<file path="src/hdl/qap_pkg.sv">
`timescale 1ns / 1ps
`default_nettype none
// ----------------------------------------------------------------------------
// qap_pkg: shared types and constants of the quantized average pool
// Request and response payloads, command and register codes, fixed widths.
// ----------------------------------------------------------------------------
package qap_pkg;

  // Fixed field widths
  localparam int unsigned COORD_W  = 7;   // col and row of a request
  localparam int unsigned PIXEL_W  = 8;   // pixel and average width
  localparam int unsigned SMALL_W  = 5;   // stride and window registers
  localparam int unsigned ORIGIN_W = COORD_W + SMALL_W;  // col * stride
  localparam int unsigned CFG_IDX_W = 3;
  localparam int unsigned CFG_DATA_W = 8;

  // Request commands
  localparam logic CMD_LOAD    = 1'b0;
  localparam logic CMD_COMPUTE = 1'b1;

  // Configuration register indexes
  localparam logic [CFG_IDX_W-1:0] CFG_STRIDE_H    = 3'd0;
  localparam logic [CFG_IDX_W-1:0] CFG_STRIDE_V    = 3'd1;
  localparam logic [CFG_IDX_W-1:0] CFG_WINDOW_W    = 3'd2;
  localparam logic [CFG_IDX_W-1:0] CFG_WINDOW_H    = 3'd3;
  localparam logic [CFG_IDX_W-1:0] CFG_IMAGE_W     = 3'd4;
  localparam logic [CFG_IDX_W-1:0] CFG_IMAGE_H     = 3'd5;
  localparam logic [CFG_IDX_W-1:0] CFG_CLAMP_LOW   = 3'd6;
  localparam logic [CFG_IDX_W-1:0] CFG_CLAMP_HIGH  = 3'd7;

  // Request payload
  typedef struct packed {
    logic               command;
    logic [COORD_W-1:0] col;
    logic [COORD_W-1:0] row;
    logic [PIXEL_W-1:0] pixel;
  } req_t;

  // Response payload
  typedef struct packed {
    logic [PIXEL_W-1:0] average_value;
    logic               empty_window;
  } rsp_t;

  // Divider status toward the sequencer
  typedef struct packed {
    logic busy;
    logic done;
  } div_status_t;

endpackage : qap_pkg
`default_nettype wire

</file>
<file path="src/hdl/qap_div.sv">
`timescale 1ns / 1ps
`default_nettype none
// ----------------------------------------------------------------------------
// qap_div: serial restoring divider
// Produces one quotient bit per cycle.
// ----------------------------------------------------------------------------
module qap_div #(
  parameter int unsigned NUM_W = 18,
  parameter int unsigned DEN_W = 9
) (
  input  wire logic                 clk_i,
  input  wire logic                 rst_ni,
  input  wire logic                 start_i,
  input  wire logic [NUM_W-1:0]     numer_i,
  input  wire logic [DEN_W-1:0]     denom_i,
  output      logic [NUM_W-1:0]     quotient_o,
  output      qap_pkg::div_status_t status_o
);

  localparam int unsigned STEP_W = $clog2(NUM_W + 1);

  logic [STEP_W-1:0] step_q, step_d;
  logic              busy_q, busy_d;
  logic              done_q, done_d;
  logic [DEN_W-1:0]  rem_q, rem_d;
  logic [NUM_W-1:0]  quo_q, quo_d;
  logic [DEN_W-1:0]  den_q, den_d;
  logic [DEN_W:0]    trial;
  logic              fits;

  // One restoring step: shift in the next numerator bit and try a subtract
  always_comb begin
    trial = {rem_q, quo_q[NUM_W-1]};
    fits  = (trial >= {1'b0, den_q});
  end

  always_comb begin
    step_d = step_q;
    busy_d = busy_q;
    done_d = 1'b0;
    rem_d  = rem_q;
    quo_d  = quo_q;
    den_d  = den_q;
    if (start_i) begin
      step_d = STEP_W'(NUM_W);
      busy_d = 1'b1;
      rem_d  = '0;
      quo_d  = numer_i;
      den_d  = denom_i;
    end else if (busy_q) begin
      rem_d  = fits ? DEN_W'(trial - {1'b0, den_q}) : DEN_W'(trial);
      quo_d  = {quo_q[NUM_W-2:0], fits};
      step_d = step_q - STEP_W'(1);
      if (step_q == STEP_W'(1)) begin
        busy_d = 1'b0;
        done_d = 1'b1;
      end
    end
  end

  // Control state
  always_ff @(posedge clk_i or negedge rst_ni) begin
    if (!rst_ni) begin
      step_q <= '0;
      busy_q <= 1'b0;
      done_q <= 1'b0;
    end else begin
      step_q <= step_d;
      busy_q <= busy_d;
      done_q <= done_d;
    end
  end

  // Datapath
  always_ff @(posedge clk_i) begin
    rem_q <= rem_d;
    quo_q <= quo_d;
    den_q <= den_d;
  end

  assign quotient_o    = quo_q;
  assign status_o.busy = busy_q;
  assign status_o.done = done_q;

endmodule : qap_div
`default_nettype wire

</file>
<file path="config.mk">
export PLATFORM = sky130hd
export DESIGN_NAME = qap_div
export DESIGN_NICKNAME = d
export VERILOG_FILES = /design/src/hdl/qap_pkg.sv /design/src/hdl/qap_div.sv
export SDC_FILE = /design/constraint.sdc
export NUM_CORES = 1
export LEC_CHECK = 0
export ABC_AREA = 1
export BUFFER_PORTS_ARGS = -buffer_cell sky130_fd_sc_hd__buf_2
export CORE_MARGIN = 4
export CORE_UTILIZATION = 50
export CTS_CLUSTER_DIAMETER = 30
export DETAILED_ROUTE_END_ITERATION = 8
export GPL_TIMING_DRIVEN = 0
export PLACE_DENSITY = 0.74
export SKIP_LAST_GASP = 1
export SYNTH_ARGS = -nofsm -noshare
export SYNTH_HDL_FRONTEND = slang
export SYNTH_SLANG_ARGS = --single-unit
</file>
<file path="constraint.sdc">
create_clock -name clk_i -period 1.9 [get_ports clk_i]
set_input_delay 0.57 -clock clk_i [delete_from_list [all_inputs] [get_ports clk_i]]
set_output_delay 0.57 -clock clk_i [all_outputs]
set_load 0.02 [all_outputs]
</file>
# Word level (Yosys, flattened, before mapping)
# Cells that the tools add are included.
totals:
  reg_bits: 43
  in_bits: 30
  wordCells: 22
op_classes:
  n_addsub: 2
  magnitude_cmp: 1
  eq_ne: 1
  n_mux: 11
  n_reduce_logical: 1
ops:
  columns: ["op", "count"]
  rows:
  - ["$mux 18", 2]
  - ["$ge 10x9->1", 1]
  - ["$mux 5", 2]
  - ["$mux 9", 1]
  - ["$sub 9x9->9", 1]
  - ["$mux 1", 6]
  - ["$eq 5x1->1 const B", 1]
  - ["$sub 5x1->5 const B", 1]
  - ["$reduce_bool 2->1", 1]

# Longest topological paths before layout
# Gate-level depths: netlist of the first run.
depth:
  depth_word: 4
  mapped_depth: 12

# Worst setup path before layout of the first run
# Ideal clock, no wire load.
synth_timing:
  path_kind: "register to register"
  start: "register quo_q[17], in the netlist quotient_o[17]"
  end: "register rem_q[1]"
  setup_time_ns: 0.144
  arrival_ns: 1.759
  t_required_ns: 1.756
  setup_slack_ns: -0.004
  stages_incl_launch_ff: 12
  period_less_slack_ns: 1.904
  cell_sequence: "edfxtp_1 inv_1 ha_1 inv_1 fa_1 nand2_1 nand3_2 nand2_2 buf_6 nand3_1 nand3_1 o21ai_0"
synth_between:
  elab_chain_len: 2
  word_cells_on_any_way: 3
synth_lines:
  columns: ["element", "line_no", "text"]
  rows:
  - ["start, declared", "qap_div.sv:26", "logic [NUM_W-1:0] quo_q, quo_d;"]
  - ["start signal, assigned", "qap_div.sv:77", "quo_q <= quo_d;"]
  - ["$sub 9x9->9 / $ge 10x9->1 (equally long branches)", "qap_div.sv:51, qap_div.sv:34", null]
  - ["$mux 9 (*)", "qap_div.sv:51", "rem_d = fits ? DEN_W'(trial - {1'b0, den_q}) : DEN_W'(trial);"]
  - ["end signal, assigned", "qap_div.sv:76", "rem_q <= rem_d;"]
  - ["end, declared", "qap_div.sv:25", "logic [DEN_W-1:0] rem_q, rem_d;"]
# Every way passes the cells marked *; elsewhere a longest branch is shown, timed or not.
# A chain may end at the register's enable or synchronous reset.

# Final worst setup path of the first run
layout_timing:
  start: "register quo_q[17], in the netlist quotient_o[17]"
  end: "register rem_q[3]"
# The elaborated chain is that of the path after synthesis.

==> results of run 1 <==
-- critical path, cell delays in order (launching register included) --
cell	delay [ns]
edfxtp_1	0.41
inv_2	0.08
ha_2	0.17
inv_2	0.05
fa_2	0.38
nand2_2	0.08
nand3_2	0.09
nand2_4	0.11
buf_6	0.12
nand3_1	0.06
nand3_1	0.08
o21ai_0	0.08
-- power breakdown --
| group | internal [mW] | switching, mW |
|---|---|---|
| Clock | 0.392 | 0.331 |
| Sequential | 1.15 | 0.0875 |
| Combinational | 0.489 | 0.732 |
-- registers in the layout (all words and copies together), names as in the netlist --
signal and cells:
quotient_o 18, den_q 9, rem_q 9, busy_q 1, step_q 5, done_q 1
-- worst paths after layout --
path,start,to,cells after the start
min,rst_ni,done_q$_DFF_PN0_,1
min reg2reg,rem_q[6]$_SDFFE_PP0P_,rem_q[6]$_SDFFE_PP0P_,2
max reg2reg,quotient_o[17]$_DFFE_PP_,rem_q[3]$_SDFFE_PP0P_,11
max in group asynchronous,rst_ni,step_q[1]$_DFFE_PN0P_,1
max,quotient_o[17]$_DFFE_PP_,rem_q[3]$_SDFFE_PP0P_,11
min in group clk_i,denom_i[7],den_q[7]$_DFFE_PP_,1
-- stage by stage --
stage	area, um^2	hold slack [ns]	setup slack, ns	TNS (ns)	power, mW
2_1_floorplan	2290	0.274	0.0143	0	2.10
3_3_place_gp	2600	0.411	-0.358	-8.33	2.34
3_5_place_dp	2600	0.412	-0.401	-9.12	2.36
4_1_cts	2730	0.0830	0.00339	0	3.10
5_1_grt	2800	0.0742	-0.0189	-0.0800	3.42
6_report	2800	0.0846	0.0550	0	3.18
-- Yosys cell counts --
library cell  count  area, um^2
nor3_1            1        5.00
a31oi_1           1        6.26
nand3_2           2        20.0
nand3b_1          3        22.5
nand4_1           2        12.5
a22oi_1           1        7.51
buf_4             3        22.5
ha_1             11         138
nor2_1           13        48.8
nand3_1          26         130
o21ai_0           8        40.0
o21ai_1           1        5.00
a21oi_1           6        30.0
nand2_2           4        25.0
clkbuf_1          3        11.3
edfxtp_1         27         811
inv_1            41         154
nor2_2            2        12.5
nand2_1          96         360
dfxtp_1           9         180
buf_6             2        22.5
fa_1              1        20.0
xnor2_1           3        26.3
dfrtp_1           7         175
-- layout make-up --
class	instances	area, um^2	area share
Sequential cell	43	1170	0.417
Multi-Input combinational cell	181	955	0.341
Timing Repair Buffer	53	279	0.0997
Inverter	41	158	0.0563
Clock buffer	5	68.8	0.0246
Tap cell	52	65.1	0.0232
Buffer	8	56.3	0.0201
Clock inverter	3	43.8	0.0156
Timing Repair inverter	1	7.51	0.00268
-- cell usage in the layout, fill, tap and decap left out, drive strengths merged, types with 3 or more instances in the layout --
cell type  instances
nor2              15
nand2            100
a21oi              6
clkbuf             8
nand3             28
dfrtp              7
nand3b             3
dfxtp              9
ha                11
edfxtp            27
o21ai              9
inv               40
xnor2              3
buf               58
-- cell families (layout without fill, tap and decap cells) --
group                    count (synthesis)  count (layout)  share of synthesized area
AO/OA/AOI/OAI                           17              17                     0.0389
XOR/XNOR                                 3               3                     0.0115
adder cells (fa/ha/maj)                 12              12                     0.0690
buffers and inverters                   49             111                     0.0920
flip-flops                              43              43                      0.510
AND/OR/NAND/NOR                        149             149                      0.279
-- layer usage --
metal  GRT usage  share of wire  vias to the layer above
li1            -              -                      992
met3      0.0422          0.048                        9
met5           0              0                        -
met1       0.250           0.45                      868
met2       0.291           0.49                       43
met4      0.0524          0.014                        0
-- what timing repair did --
item,in CTS,in global routing
pin swaps,0,4
buffers inserted,0,3
resized for setup,4,14
setup endpoints to repair,25,11
endpoints found under the hold margin,0,0
cloned,1,1
hold buffers,0,0
==> impl_results.md, run 1 <==
- Crit path time final: 1.85 ns
- Static Leak: 1.48 nW
- Fin util: 0.638
- Die Span Y: 75.6 um
- Fillers: 387
- # diodes: 0
- Distinct cells, synth: 24
- Worst-case clock skew: 0.00955 ns
- Die area: 5720 um^2
- Largest net degree at the start of global routing: 15
- Slack of the worst reg-to-reg path: 0.05 ns
- Register area share after synthesis: 0.510
- Gpl congestion: 0.817
- Skew-Pair Late Insertion Delay: 0.30 ns
- First-pass GRT wire length: 7.93 mm
- Drt first pass iters: 4
- 1st-iter DRT viols: 127
- Fin nets: 376
- Via Count: 1,912
- Worst setup path class: reg -> reg
- Post-detail-place hpwl: 3.43 mm
- Avg WL per Cell: 13.1 um
- Drt drc: 0
- Crit-path max FO: 5
- Maxcap violations: 0
- Clock transition at path regs: 0.09 ns
- Status: finished clean
- Period Utilization, post-route: 0.971
- Post-Syn Instances: 273
- Area growth syn-to-layout: 22.4%
- Initial Util: 0.521
- Achievable frequency: 0.542 GHz
- Final hold vios: 0
- YS warnings: 0
- I/O Buffers: 49
- CP Data Arrival Time: 2.02 ns
- Final Non-Filler Cells: 387
- CTS tree: built
- Number of buffers created by CTS: 5
- Max Slew Vio Count: 0
- Vias in the first global route: 1,782
- Synth Cell Area: 2290 um^2
- Startpoint Class: flip-flop
- Total track usage: 0.183
- Clock sink count: 43
- Syn avg cell area: 8.37 um^2
- RSZ-0062 raised after global routing: yes
- Routed Wire Length: 5.09 mm
- Post-Syn Nets: 315
- Rows: 24
- Vias per cell: 4.94
- VDD IR-drop max: 0.652 mV
- Layout cell share with drive strength beyond 1: 0.257
- Power density over cell area: 1140 nW/um^2
- Ports: 50
- GR Overflow Total: 0
- Tightest Pin Transition: 0.536 ns
- Hold Path Class: in -> async
- Placed Cells: 374
- Core Area: 4380 um^2
- Setup Viol. Count Final: 0
- H-tree levels: 2
- CTS Buffer Depth: 2
- Required @ worst endpoint: 2.08 ns
- Antenna Nets Post-Route: 0
- Flops & latches, synth: 43
- Die width: 75.6 um
- Initial antenna violation count: 0
- Root Buffer Master: clkbuf_8
- Slew Limit Headroom: 0.642
- Crit path capture type: flip-flop
No activity file was read; power rests on OpenSTA's default activity.
==> run 2, diff against run 1 <==
Settings changed: CAP_MARGIN set to 10, CORE_UTILIZATION 50 to 35, PLACE_DENSITY 0.74 to unset.
==> impl_results.md, run 2 (synthesis gave the netlist of run 1 again) <==
- Clock sink count: 43
- Static Leak: 1.48 nW
- Status: finished clean
- Die width: 88.8 um
- Routed Wire Length: 5.00 mm
- Fin nets: 375
- Met2 usage: 0.217
- Crit path capture type: flip-flop
- Maxcap violations: 0
- 1st-iter DRT viols: 73
- Rows: 29
- Worst-case clock skew: 0.00639 ns
- Power density over cell area: 1110 nW/um^2
- GR Overflow Total: 0
- Max FFs per register: 18
- # diodes: 0
- Placement-stage cell area: 2630 um^2
- Commonest non-fill, non-tap cell in the layout: nand2_1
- GR peak layer: met2
- Crit path time final: 1.80 ns
- Post-detail-place hpwl: 3.56 mm
- Number of buffers created by CTS: 5
- Slew Limit Headroom: 0.663
- Crit-path max FO: 5
- Met3 Use GR: 0.0270
- Startpoint Class: flip-flop
- Drt first pass iters: 4
- CTS Buffer Depth: 2
- Worst R2R Start: quotient_o[17]$_DFFE_PP_
- First-pass GRT wire length: 8.09 mm
- Setup ws final: 0.0971 ns
- Tightest Pin Transition: 0.506 ns
- Die Span Y: 88.8 um
- Antenna Nets Post-Route: 0
- Most frequent cells in the layout: 95 x nand2_1, 49 x buf_2, 38 x inv_1
- Setup WS pre-CTS: -0.333 ns
- Achievable frequency: 0.555 GHz
- Reg2reg path depth: 9
- Setup Viol. Count Final: 0
- Total track usage: 0.131
- Gpl congestion: 0.815
- Ports: 50
- Vias in the first global route: 1,824
- VDD IR-drop max: 0.430 mV
- M1 GR Usage: 0.174
- Fin util: 0.446
- Avg WL per Cell: 12.2 um
- Via Count: 1,898
- Skew-Pair Late Insertion Delay: 0.29 ns
- Fillers: 636
- Final instance area: 2830 um^2
- CP Data Arrival Time: 1.84 ns
- Worst setup path class: reg -> reg
- CTS tree: built
- Period Utilization, post-route: 0.949
- FF-to-FF End: quotient_o[0]$_DFFE_PP_
- Slack of the worst reg-to-reg path: 0.1 ns
- Core Area: 6350 um^2
- Hold_ws: 0.0946 ns
- Hold_buf cts: 0
- Layout cell share with drive strength beyond 1: 0.243
- Root Buffer Master: clkbuf_8
- Required @ worst endpoint: 1.93 ns
- Initial Util: 0.360
- Die area: 7890 um^2
- Area growth syn-to-layout: 23.9%
- Clock transition at path regs: 0.09 ns
- Max Slew Vio Count: 0
- Largest net degree at the start of global routing: 15
- I/O Buffers: 49
- Hold Path Class: in -> async
- Vias per cell: 4.62
- Initial antenna violation count: 0
- Final hold vios: 0
- H-tree levels: 2
- Drt drc: 0
## run 2: cell count changes in the layout (fill, tap and decap cells not counted)
| cell | previous run | this run |
|---|---|---|
| nand3_1 | 24 | 26 |
| xnor2_1 | 2 | 3 |
| xnor2_2 | 1 | 0 |
| ha_4 | 0 | 1 |
| buf_6 | 3 | 1 |
| nand3_4 | 0 | 1 |
| nor2_1 | 11 | 12 |
| buf_4 | 6 | 5 |
| ha_2 | 1 | 0 |
| clkbuf_16 | 0 | 1 |
| nand3_2 | 4 | 1 |
| nor2_4 | 1 | 0 |
| buf_8 | 0 | 1 |
## run 2: metrics by stage
stage          power (mW)  TNS (ns)  std cells
3_5_place_dp         2.37     -7.81        399
2_1_floorplan        2.10         0        273
5_1_grt              3.38  -0.00714        411
6_report             3.15         0        411
4_1_cts              3.10         0        408
3_3_place_gp         2.36     -7.07        399
## run 2: worst max-delay path, stage by stage (launching register included)
cell and delay [ns]:
edfxtp_1 0.41, inv_2 0.10, ha_4 0.13, inv_2 0.04, fa_2 0.38, nand2_2 0.11
nand3_4 0.08, nand2_4 0.11, buf_8 0.12, a31oi_1 0.08
## run 2: routing by layer
metal	wire length, um	vias to the layer above
met5	0	-
li1	-	988
met4	65	0
met1	2350	876
met2	2430	29
met3	153	5
## run 2: report_power, final
part           internal [mW]  leakage, nW  switching (mW)
Sequential              1.15        0.442          0.0883
Combinational          0.483        0.977           0.698
Clock                  0.392       0.0581           0.335
Total                   2.03         1.48            1.12
## run 2: area by class of cell
| cell class | count | area [um^2] | share of cell area |
|---|---|---|---|
| sequential | 43 | 1170 | 0.412 |
| multi-input combinational | 181 | 947 | 0.334 |
| timing repair buffer | 52 | 285 | 0.101 |
| inverter | 41 | 158 | 0.0557 |
| tap | 77 | 96.3 | 0.0340 |
| clock buffer | 5 | 68.8 | 0.0243 |
| buffer | 8 | 60.1 | 0.0212 |
| clock inverter | 3 | 43.8 | 0.0155 |
| timing repair inverter | 1 | 7.51 | 0.00265 |
## run 2: worst max-delay path by stage
stage / startpoint / endpoint / cells after the start
final: quotient_o[17]$_DFFE_PP_ / quotient_o[0]$_DFFE_PP_ / 9
after global routing: quotient_o[17]$_DFFE_PP_ / rem_q[8]$_SDFFE_PP0P_ / 11
after CTS: quotient_o[17]$_DFFE_PP_ / rem_q[1]$_SDFFE_PP0P_ / 11
after detailed placement: start_i / quotient_o[8]$_DFFE_PP_ / 3
after global placement: start_i / quotient_o[14]$_DFFE_PP_ / 3
after floorplan: quotient_o[17]$_DFFE_PP_ / rem_q[1]$_SDFFE_PP0P_ / 11
## run 2: repair_timing
action,CTS,global route
cloned,1,1
endpoints found under the setup margin,25,7
setup buffers,0,2
gates resized for setup,4,10
pin swaps,0,4
